$ cat src/rtl/tss_pkg.sv
`timescale 1ns / 1ps
// ----------------------------------------------------------------------------
// Timer slot scheduler package
// Transaction types, request and result codes, and the command and status
// bundles between the controller and the datapath.
// ----------------------------------------------------------------------------
package tss_pkg;

	// request kinds
	localparam logic [1:0] KIND_SCHEDULE = 2'd0;
	localparam logic [1:0] KIND_CANCEL   = 2'd1;
	localparam logic [1:0] KIND_ADVANCE  = 2'd2;
	localparam logic [1:0] KIND_UNUSED   = 2'd3;

	// result kinds
	localparam logic [2:0] RES_SCHEDULED  = 3'd0;
	localparam logic [2:0] RES_FULL       = 3'd1;
	localparam logic [2:0] RES_CANCELLED  = 3'd2;
	localparam logic [2:0] RES_NOT_ACTIVE = 3'd3;
	localparam logic [2:0] RES_FIRED      = 3'd4;
	localparam logic [2:0] RES_DONE       = 3'd5;

	localparam logic [9:0] MS_TO_US = 10'd1000;
	// 31-bit milliseconds times a 10-bit constant
	localparam int PROD_W = 41;

	typedef struct packed {
		logic [1:0]  kind;
		logic [30:0] timeout_ms;
		logic [30:0] interval_ms;
		logic [31:0] elapsed_us;
		logic [3:0]  slot_id;
	} req_t;

	typedef struct packed {
		logic [2:0] result_kind;
		logic [3:0] slot;
		logic       last;
	} rsp_t;

	typedef struct packed {
		logic accept;
		logic advance;
		logic sched_step;
		logic cancel;
		logic walk_issue;
		logic emit_done;
	} cmd_t;

	typedef struct packed {
		logic sched_end;
		logic cnt_last;
	} status_t;

endpackage

$ cat src/rtl/tss_ctrl.sv
`timescale 1ns / 1ps
// ----------------------------------------------------------------------------
// Timer slot scheduler controller
// Sequences schedule scans, cancels and advance walks over the slot table.
// ----------------------------------------------------------------------------
module tss_ctrl (
	input  logic             clk,
	input  logic             arst_n,
	input  logic             start,
	input  logic [1:0]       kind,
	input  tss_pkg::status_t status,
	output tss_pkg::cmd_t    cmd,
	output logic             busy
);
	import tss_pkg::*;

	typedef enum logic [2:0] {
		S_IDLE,
		S_SCHED,
		S_CANCEL,
		S_WALK,
		S_DRAIN1,
		S_DRAIN2,
		S_DONE
	} state_t;

	state_t state_q;
	logic   busy_q;

	always_ff @(posedge clk or negedge arst_n) begin
		if (!arst_n) begin
			state_q <= S_IDLE;
			busy_q  <= 1'b0;
		end else begin
			case (state_q)
				S_IDLE: begin
					if (start) begin
						case (kind)
							KIND_SCHEDULE: begin
								state_q <= S_SCHED;
								busy_q  <= 1'b1;
							end
							KIND_CANCEL: begin
								state_q <= S_CANCEL;
								busy_q  <= 1'b1;
							end
							KIND_ADVANCE: begin
								state_q <= S_WALK;
								busy_q  <= 1'b1;
							end
							default: ; // drop unused kind
						endcase
					end
				end
				S_SCHED: begin
					if (status.sched_end) begin
						state_q <= S_IDLE;
						busy_q  <= 1'b0;
					end
				end
				S_CANCEL: begin
					state_q <= S_IDLE;
					busy_q  <= 1'b0;
				end
				S_WALK: begin
					if (status.cnt_last) begin
						state_q <= S_DRAIN1;
					end
				end
				S_DRAIN1: state_q <= S_DRAIN2;
				S_DRAIN2: state_q <= S_DONE;
				S_DONE: begin
					state_q <= S_IDLE;
					busy_q  <= 1'b0;
				end
				default: begin
					state_q <= S_IDLE;
					busy_q  <= 1'b0;
				end
			endcase
		end
	end

	always_comb begin
		cmd            = '0;
		cmd.accept     = (state_q == S_IDLE) && start;
		cmd.advance    = cmd.accept && (kind == KIND_ADVANCE);
		cmd.sched_step = (state_q == S_SCHED);
		cmd.cancel     = (state_q == S_CANCEL);
		cmd.walk_issue = (state_q == S_WALK);
		cmd.emit_done  = (state_q == S_DONE);
	end

	assign busy = busy_q;

endmodule

$ cat src/rtl/tss_dp.sv
`timescale 1ns / 1ps
// ----------------------------------------------------------------------------
// Timer slot scheduler datapath
// Microsecond clock, slot memories, active bits, the compare and re-arm
// pipeline of the advance walk, and the result register.
// ----------------------------------------------------------------------------
module tss_dp #(
	parameter int NUM_SLOTS = 16
) (
	input  logic             clk,
	input  logic             arst_n,
	input  tss_pkg::req_t    req,
	input  tss_pkg::cmd_t    cmd,
	output tss_pkg::status_t status,
	output logic             rsp_valid,
	output tss_pkg::rsp_t    rsp
);
	import tss_pkg::*;

	localparam int SLOT_W    = (NUM_SLOTS > 1) ? $clog2(NUM_SLOTS) : 1;
	localparam int IDX_EXT_W = (SLOT_W > 4) ? SLOT_W : 4;

	function automatic logic [3:0] slot4(input logic [SLOT_W-1:0] idx);
		logic [IDX_EXT_W-1:0] ext;
		ext = IDX_EXT_W'(idx);
		return ext[3:0];
	endfunction

	logic [63:0]         now_q;
	logic [PROD_W-1:0]   prod_q;
	logic [30:0]         interval_q;
	logic [3:0]          slot_id_q;
	logic [SLOT_W-1:0]   cnt_q;
	logic [NUM_SLOTS-1:0] active_q;

	logic [63:0] expiry_mem [NUM_SLOTS];
	logic [30:0] repeat_mem [NUM_SLOTS];

	logic [63:0]       exp_rd_s1;
	logic [30:0]       rep_rd_s1;
	logic [SLOT_W-1:0] idx_s1;
	logic              vld_s1;

	logic              fire_s2;
	logic              rearm_s2;
	logic [SLOT_W-1:0] idx_s2;
	logic [PROD_W-1:0] prod_s2;

	logic        rsp_valid_q;
	rsp_t        rsp_q;

	logic                 cnt_last;
	logic                 cur_free;
	logic [PROD_W-1:0]    wr_addend;
	logic [63:0]          wr_sum;
	logic                 exp_we;
	logic [SLOT_W-1:0]    exp_wa;
	logic [IDX_EXT_W-1:0] sid_ext;
	logic [SLOT_W-1:0]    sid_idx;
	logic                 sid_in_range;
	logic                 sid_hit;
	logic                 fire_d;
	logic [PROD_W-1:0]    prod_rep;
	logic                 emit;
	rsp_t                 rsp_d;

	assign cnt_last = (cnt_q == SLOT_W'(NUM_SLOTS - 1));
	assign cur_free = !active_q[cnt_q];

	assign status.sched_end = cur_free || cnt_last;
	assign status.cnt_last  = cnt_last;

	// one adder serves both the first arm and the re-arm
	assign wr_addend = cmd.sched_step ? prod_q : prod_s2;
	assign wr_sum    = now_q + 64'(wr_addend);
	assign exp_we    = (cmd.sched_step && cur_free) || (fire_s2 && rearm_s2);
	assign exp_wa    = cmd.sched_step ? cnt_q : idx_s2;

	assign sid_ext      = IDX_EXT_W'(slot_id_q);
	assign sid_idx      = sid_ext[SLOT_W-1:0];
	assign sid_in_range = ({28'b0, slot_id_q} < 32'(NUM_SLOTS));
	assign sid_hit      = sid_in_range ? active_q[sid_idx] : 1'b0;

	assign fire_d   = vld_s1 && active_q[idx_s1] && (now_q >= exp_rd_s1);
	assign prod_rep = PROD_W'(rep_rd_s1) * PROD_W'(MS_TO_US);

	always_comb begin
		emit  = 1'b0;
		rsp_d = '0;
		if (cmd.sched_step) begin
			if (cur_free) begin
				emit              = 1'b1;
				rsp_d.result_kind = RES_SCHEDULED;
				rsp_d.slot        = slot4(cnt_q);
				rsp_d.last        = 1'b1;
			end else if (cnt_last) begin
				emit              = 1'b1;
				rsp_d.result_kind = RES_FULL;
				rsp_d.last        = 1'b1;
			end
		end else if (cmd.cancel) begin
			emit              = 1'b1;
			rsp_d.result_kind = sid_hit ? RES_CANCELLED : RES_NOT_ACTIVE;
			rsp_d.slot        = sid_hit ? slot_id_q : 4'd0;
			rsp_d.last        = 1'b1;
		end else if (fire_s2) begin
			emit              = 1'b1;
			rsp_d.result_kind = RES_FIRED;
			rsp_d.slot        = slot4(idx_s2);
		end else if (cmd.emit_done) begin
			emit              = 1'b1;
			rsp_d.result_kind = RES_DONE;
			rsp_d.last        = 1'b1;
		end
	end

	// slot memories
	always_ff @(posedge clk) begin
		if (exp_we) begin
			expiry_mem[exp_wa] <= wr_sum;
		end
		if (cmd.sched_step && cur_free) begin
			repeat_mem[cnt_q] <= interval_q;
		end
		if (cmd.walk_issue) begin
			exp_rd_s1 <= expiry_mem[cnt_q];
			rep_rd_s1 <= repeat_mem[cnt_q];
		end
	end

	// payload registers
	always_ff @(posedge clk) begin
		if (cmd.accept) begin
			prod_q     <= PROD_W'(req.timeout_ms) * PROD_W'(MS_TO_US);
			interval_q <= req.interval_ms;
			slot_id_q  <= req.slot_id;
		end
		idx_s1   <= cnt_q;
		idx_s2   <= idx_s1;
		prod_s2  <= prod_rep;
		rearm_s2 <= (rep_rd_s1 != 31'd0);
		if (emit) begin
			rsp_q <= rsp_d;
		end
	end

	// control state
	always_ff @(posedge clk or negedge arst_n) begin
		if (!arst_n) begin
			now_q       <= '0;
			active_q    <= '0;
			cnt_q       <= '0;
			vld_s1      <= 1'b0;
			fire_s2     <= 1'b0;
			rsp_valid_q <= 1'b0;
		end else begin
			vld_s1      <= cmd.walk_issue;
			fire_s2     <= fire_d;
			rsp_valid_q <= emit;
			if (cmd.advance) begin
				now_q <= now_q + 64'(req.elapsed_us);
			end
			if (cmd.accept) begin
				cnt_q <= '0;
			end else if (cmd.walk_issue || (cmd.sched_step && !status.sched_end)) begin
				cnt_q <= cnt_q + 1'b1;
			end
			if (cmd.sched_step && cur_free) begin
				active_q[cnt_q] <= 1'b1;
			end
			if (cmd.cancel && sid_hit) begin
				active_q[sid_idx] <= 1'b0;
			end
			// free a one-shot slot once it fires
			if (fire_s2 && !rearm_s2) begin
				active_q[idx_s2] <= 1'b0;
			end
		end
	end

	assign rsp_valid = rsp_valid_q;
	assign rsp       = rsp_q;

endmodule

$ cat src/rtl/timer_slot_scheduler_top.sv
`timescale 1ns / 1ps
// ----------------------------------------------------------------------------
// Timer slot scheduler
// Microsecond clock with a table of one-shot and periodic timer slots.
// ----------------------------------------------------------------------------
// A request is taken on a clock edge with start high and busy low. Results
// appear on rsp for one cycle each with rsp_valid high; the receiver must
// take them as they come, it cannot stall the block. The final result of a
// request has last set, and busy is already low in that cycle.
// A schedule's free-slot search steps through the active bits one slot per
// cycle. An advance walk reads one slot per cycle from the slot memory
// through a two-stage pipeline, the registered read port and then the
// compare and re-arm stage, and then issues the done result. An unused
// request kind is taken and answered with nothing. No clearing pass runs
// after reset.
module timer_slot_scheduler_top #(
	parameter int NUM_SLOTS = 16
) (
	input  logic          clk,
	input  logic          arst_n,
	input  logic          start,
	output logic          busy,
	input  tss_pkg::req_t req,
	output logic          rsp_valid,
	output tss_pkg::rsp_t rsp
);
	import tss_pkg::*;

	cmd_t    cmd;
	status_t status;

	tss_ctrl u_ctrl (
		.clk    (clk),
		.arst_n (arst_n),
		.start  (start),
		.kind   (req.kind),
		.status (status),
		.cmd    (cmd),
		.busy   (busy)
	);

	tss_dp #(
		.NUM_SLOTS (NUM_SLOTS)
	) u_dp (
		.clk       (clk),
		.arst_n    (arst_n),
		.req       (req),
		.cmd       (cmd),
		.status    (status),
		.rsp_valid (rsp_valid),
		.rsp       (rsp)
	);

`ifndef SYNTH
	// every used request kind holds the block busy until it answers
	assert property (@(posedge clk) disable iff (!arst_n)
		start && !busy && (req.kind != KIND_UNUSED) |=> busy)
		else $error("request taken without going busy");

	// the closing result of a transaction releases busy in the same cycle
	assert property (@(posedge clk) disable iff (!arst_n)
		rsp_valid && rsp.last |-> !busy)
		else $error("busy held after last result");

	// a result without last only appears mid-walk
	assert property (@(posedge clk) disable iff (!arst_n)
		rsp_valid && !rsp.last |-> busy && (rsp.result_kind == RES_FIRED))
		else $error("stray non-final result");
`endif

endmodule
$ cat config.mk
export PLATFORM = sky130hd
export DESIGN_NAME = timer_slot_scheduler_top
export DESIGN_NICKNAME = d
export VERILOG_FILES = /design/src/rtl/tss_pkg.sv /design/src/rtl/tss_ctrl.sv /design/src/rtl/tss_dp.sv /design/src/rtl/timer_slot_scheduler_top.sv
export SDC_FILE = /design/constraint.sdc
export NUM_CORES = 2
export LEC_CHECK = 0
export BUFFER_PORTS_ARGS = -buffer_cell sky130_fd_sc_hd__buf_2
export CAP_MARGIN = 20
export CORE_ASPECT_RATIO = 0.8
export CORE_MARGIN = 2
export CORE_UTILIZATION = 45
export CTS_BUF_LIST = sky130_fd_sc_hd__clkbuf_8
export CTS_CLUSTER_SIZE = 28
export DETAILED_ROUTE_END_ITERATION = 12
export PLACE_DENSITY_LB_ADDON = 0.12
export SLEW_MARGIN = 20
export SYNTH_ARGS = -nofsm -noshare
export SYNTH_HDL_FRONTEND = slang
export SYNTH_SLANG_ARGS = --single-unit
$ cat constraint.sdc
create_clock -name clk -period 16.3 [get_ports clk]
set_input_delay 0.815 -clock clk [delete_from_list [all_inputs] [get_ports clk]]
set_output_delay 0.815 -clock clk [all_outputs]
set_load 0.1 [all_outputs]
==> results.md <==
* Crit path launch type: flop
* Synthesized area per cell at 17.7 um2
* TNS Setup at 0 ps
* First-pass GRT wire length at 312 mm
* Normalized max-slew margin at approximately 24%
* Fraction of registers with async set/reset at a little under 5%
* Pwr dens at ~190 nW/um2
* Final Max Slew Viols at 0
* Post-route cell area at ~94000 um2
* Initial drt markers at 4439
* Fin nets at between 5k and 6k
* Post-CTS setup-driven buffer insertion count at 0
* Max_cap viols at 0
* Deepest clock path buffer count at 4
* Highest layer used for signal routing: met5
* Met3 wire length at 12.5 mm
* Number of buffers inserted during clock tree synthesis at 310
* End of the worst register-to-register path: u_dp.expiry_mem[14][54]$_DFFE_PP_
* Destination of the worst hold path: u_dp.interval_q[0]$_DFFE_PP_
* Register bit count reported by yosys at 1834
* GR Overflow Total at 0
* Start of the worst register-to-register path: u_ctrl.state_q[0]$_DFFE_PN0P_
* Hold Crit Class: input port to flop
* Final antenna-violating net count at 0
* IR Drop Worst-Case VDD at 0.138 mV
* Post-placement cell area at roughly 88000 um2
* Crit path time final at 6200 ps
* Std cell rows at 142
* Post-synth top flop: edfxtp_1
* Initial antenna violation count at 15
* DR vias at ~44k
* Proportion of layout cells with a drive suffix above 1 at between 20% and 30%
* Achievable Freq at around 160 MHz
* Required time of the critical path at approximately 17000 ps
* Final Hold Viols at 0
* Number of warnings issued by yosys at 0
* Number of endpoints failing setup at the final stage at 0
* Root Buffer: clkbuf_8
* Power consumption at about 0.018 W
* Clock Pin Slew Worst Setup and Hold Paths at approximately 60 ps
* Number of iterations in the first detailed-routing pass at 5
* Final standard cell count with taps included and fillers excluded at between 7k and 8k
* Static Leak at 33.9 nW
* Run status: completed
* Unrepaired setup endpoints after global routing: false
* Largest fanout on the critical path at 39
* Area used by multi-input combinational logic at about 28000 um2
* Post-route clock period utilization at between 30% and 40%
* Number of distinct library cells after synthesis at 79
* Standard cell core area at 187000 um2
* Commonest cells after routing, fill and taps aside: edfxtp_1, inv_1, mux4_2, clkbuf_8, ha_1
* Number of sinks driven by the clock tree at about 1.8k
* Max H-tree Level at 5
* All-layer global routing usage at a little under a quarter
* Number of port buffers at between 100 and 150
* Register cell area after layout at between 50000 and 60000 um2
* Detailed-routing wirelength on met1 at about 100 mm
* Critical path arrival at 6830 ps
* Layout fillers at 15.4k
* Initial core utilization at 45.2%
* Slew at the pin with the worst max-slew slack at between 1000 and 1500 ps
* Met2 routed WL at ~96 mm
* Number of top-level pins at 113
* Final Routed Wirelength at approximately 210 mm
* Number of vias per cell at 5.63
* Die ar. at roughly 190000 um2
* Vias in the first global route at roughly 45k
* Inst Count DP at between 7k and 8k
* Depth of the worst hold-timing path at 1
* Most common library cell in the layout ignoring fill and taps: edfxtp_1
* Width of the die at approximately 500 um
* Pin count of the biggest net entering global routing at 161
* Gate count of the mapped netlist at around 4.8k
* Clk Latency, worst-skew pair at approximately 1100 ps
* TritonCTS clock tree: yes
* Count of flip-flops with a built-in enable after synthesis at approximately 1.7k
* Post-synthesis instance area at around 84000 um2
* Floorplan die height at 391 um
* Worst clock skew on the final layout at between 100 and 150 ps
* Mapped Nets at 5430
* Area growth syn-to-layout at 11.9%
* Final RePlAce weighted congestion at roughly 0.86
* Half-perimeter wire length after detailed placement at roughly 130 mm
* Beginning of the worst hold path: req[36]
* Type of the worst setup path: flop to flop
* DRC viols at 0
* Type of destination of the critical path: flop
* Slack of the worst reg-to-reg path at 10100 ps
* Mean routed wirelength per cell at 27.0 um
* Sequential fraction of the synthesis area at 64.2%
* Length in cells of the worst reg-to-reg path at 15
-- Yosys cell counts, types with 9 or more instances --
master / n / share of area, %
a21boi_0: 9 / 0.080
fa_1: 230 / 5.5
a21o_1: 105 / 0.93
buf_1: 37 / 0.16
dfxtp_1: 47 / 1.1
nand2_1: 158 / 0.70
clkbuf_1: 115 / 0.51
and3_1: 17 / 0.13
and2_1: 22 / 0.16
nand4_1: 42 / 0.31
a31oi_1: 24 / 0.18
o21bai_1: 27 / 0.24
edfxtp_1: 1696 / 60
nand2b_1: 21 / 0.16
a221oi_1: 21 / 0.22
nor4_1: 11 / 0.082
a211oi_1: 23 / 0.20
mux4_2: 490 / 13
nand3_1: 46 / 0.27
nor2_1: 138 / 0.61
nor3_1: 27 / 0.16
o21ai_0: 107 / 0.64
xor2_1: 79 / 0.82
nor2b_1: 22 / 0.16
a21oi_1: 154 / 0.91
inv_1: 416 / 1.9
o31ai_1: 14 / 0.12
ha_1: 324 / 4.8
xnor2_1: 104 / 1.1
dfrtp_1: 91 / 2.7
mux2_2: 41 / 0.55
-- where the power goes --
group / internal [W] / switching, W
logic: 0.00279 / 0.00441
clock network: 0.00190 / 0.00181
registers: 0.00665 / 0.000319
-- worst max path at each step --
stage,startpoint,endpoint,cells after the start
6_report,u_ctrl.state_q[0]$_DFFE_PN0P_,u_dp.expiry_mem[14][54]$_DFFE_PP_,15
5_1_grt,u_ctrl.state_q[0]$_DFFE_PN0P_,u_dp.expiry_mem[9][46]$_DFFE_PP_,15
4_1_cts,u_ctrl.state_q[0]$_DFFE_PN0P_,u_dp.expiry_mem[5][53]$_DFFE_PP_,15
3_5_place_dp,u_ctrl.state_q[0]$_DFFE_PN0P_,u_dp.expiry_mem[12][53]$_DFFE_PP_,15
3_3_place_gp,u_ctrl.state_q[2]$_DFFE_PN0P_,u_dp.expiry_mem[10][61]$_DFFE_PP_,15
2_1_floorplan,req[82],u_dp.prod_q[35]$_DFFE_PP_,18
-- layer usage --
metal,up-vias,GRT usage (%)
met1,23400,34.8
li1,19300,-
met2,1488,33.4
met5,-,0
met3,310,3.38
met4,2,6.05
-- flip-flops by register name, indices dropped and copies added, names as in the netlist, 3 cells and up --
signal / flops
u_dp.active_q: 16
u_dp.idx_s2: 4
u_dp.rep_rd_s1: 31
u_dp.prod_q: 38
u_dp.cnt_q: 4
u_dp.sid_ext: 4
u_dp.rsp: 8
u_dp.interval_q: 31
u_dp.exp_rd_s1: 64
u_dp.idx_s1: 4
u_dp.expiry_mem: 1024
u_dp.prod_s2: 38
u_dp.repeat_mem: 496
u_ctrl.state_q: 3
u_dp.now_q: 64
-- what timing repair did --
action | CTS | global route
setup endpoints to repair | 0 | 0
resized for setup | 0 | 0
hold endpoints to repair | 86 | 0
hold buffers | 35 | 0
-- layout make-up --
class | instances | share of cell area [%]
clock inverters | 205 | 1.01
diodes | 8 | 0.0212
inverters | 417 | 1.66
well taps | 2520 | 3.34
multi-input cells | 2358 | 30.1
flip-flops and latches | 1834 | 57.4
repair buffers | 232 | 1.69
clock buffers | 325 | 4.74
-- kinds of logic after synthesis --
logic type / synth area share (%)
flops: 64.2
fa+ha+maj: 10.3
compound gates: 4.20
simple gates: 3.13
xor+xnor: 1.90
mux: 13.7
buf+inv: 2.63
-- per-stage QoR --
step	worst slack [ps]	util [%]	hold WS, ps
final	10100	50.5	108
after global routing	9820	50.5	40.0
after CTS	9940	50.4	5.71
after detailed placement	10100	47.3	347
after global placement	10300	47.3	349
after floorplan	10900	-	338
-- critical path, cell delays in order (launching register included) --
cell,delay [ps]
dfrtp_1,490
nor2b_1,320
and2_2,190
buf_4,450
mux2_2,410
ha_1,360
a21oi_1,190
o21ai_0,150
a21o_1,200
a21oi_1,150
o21ai_0,90
a41oi_1,460
o31ai_1,330
o31ai_4,840
a211oi_1,200
xor2_1,870
Power figures use the tool's default switching activity.
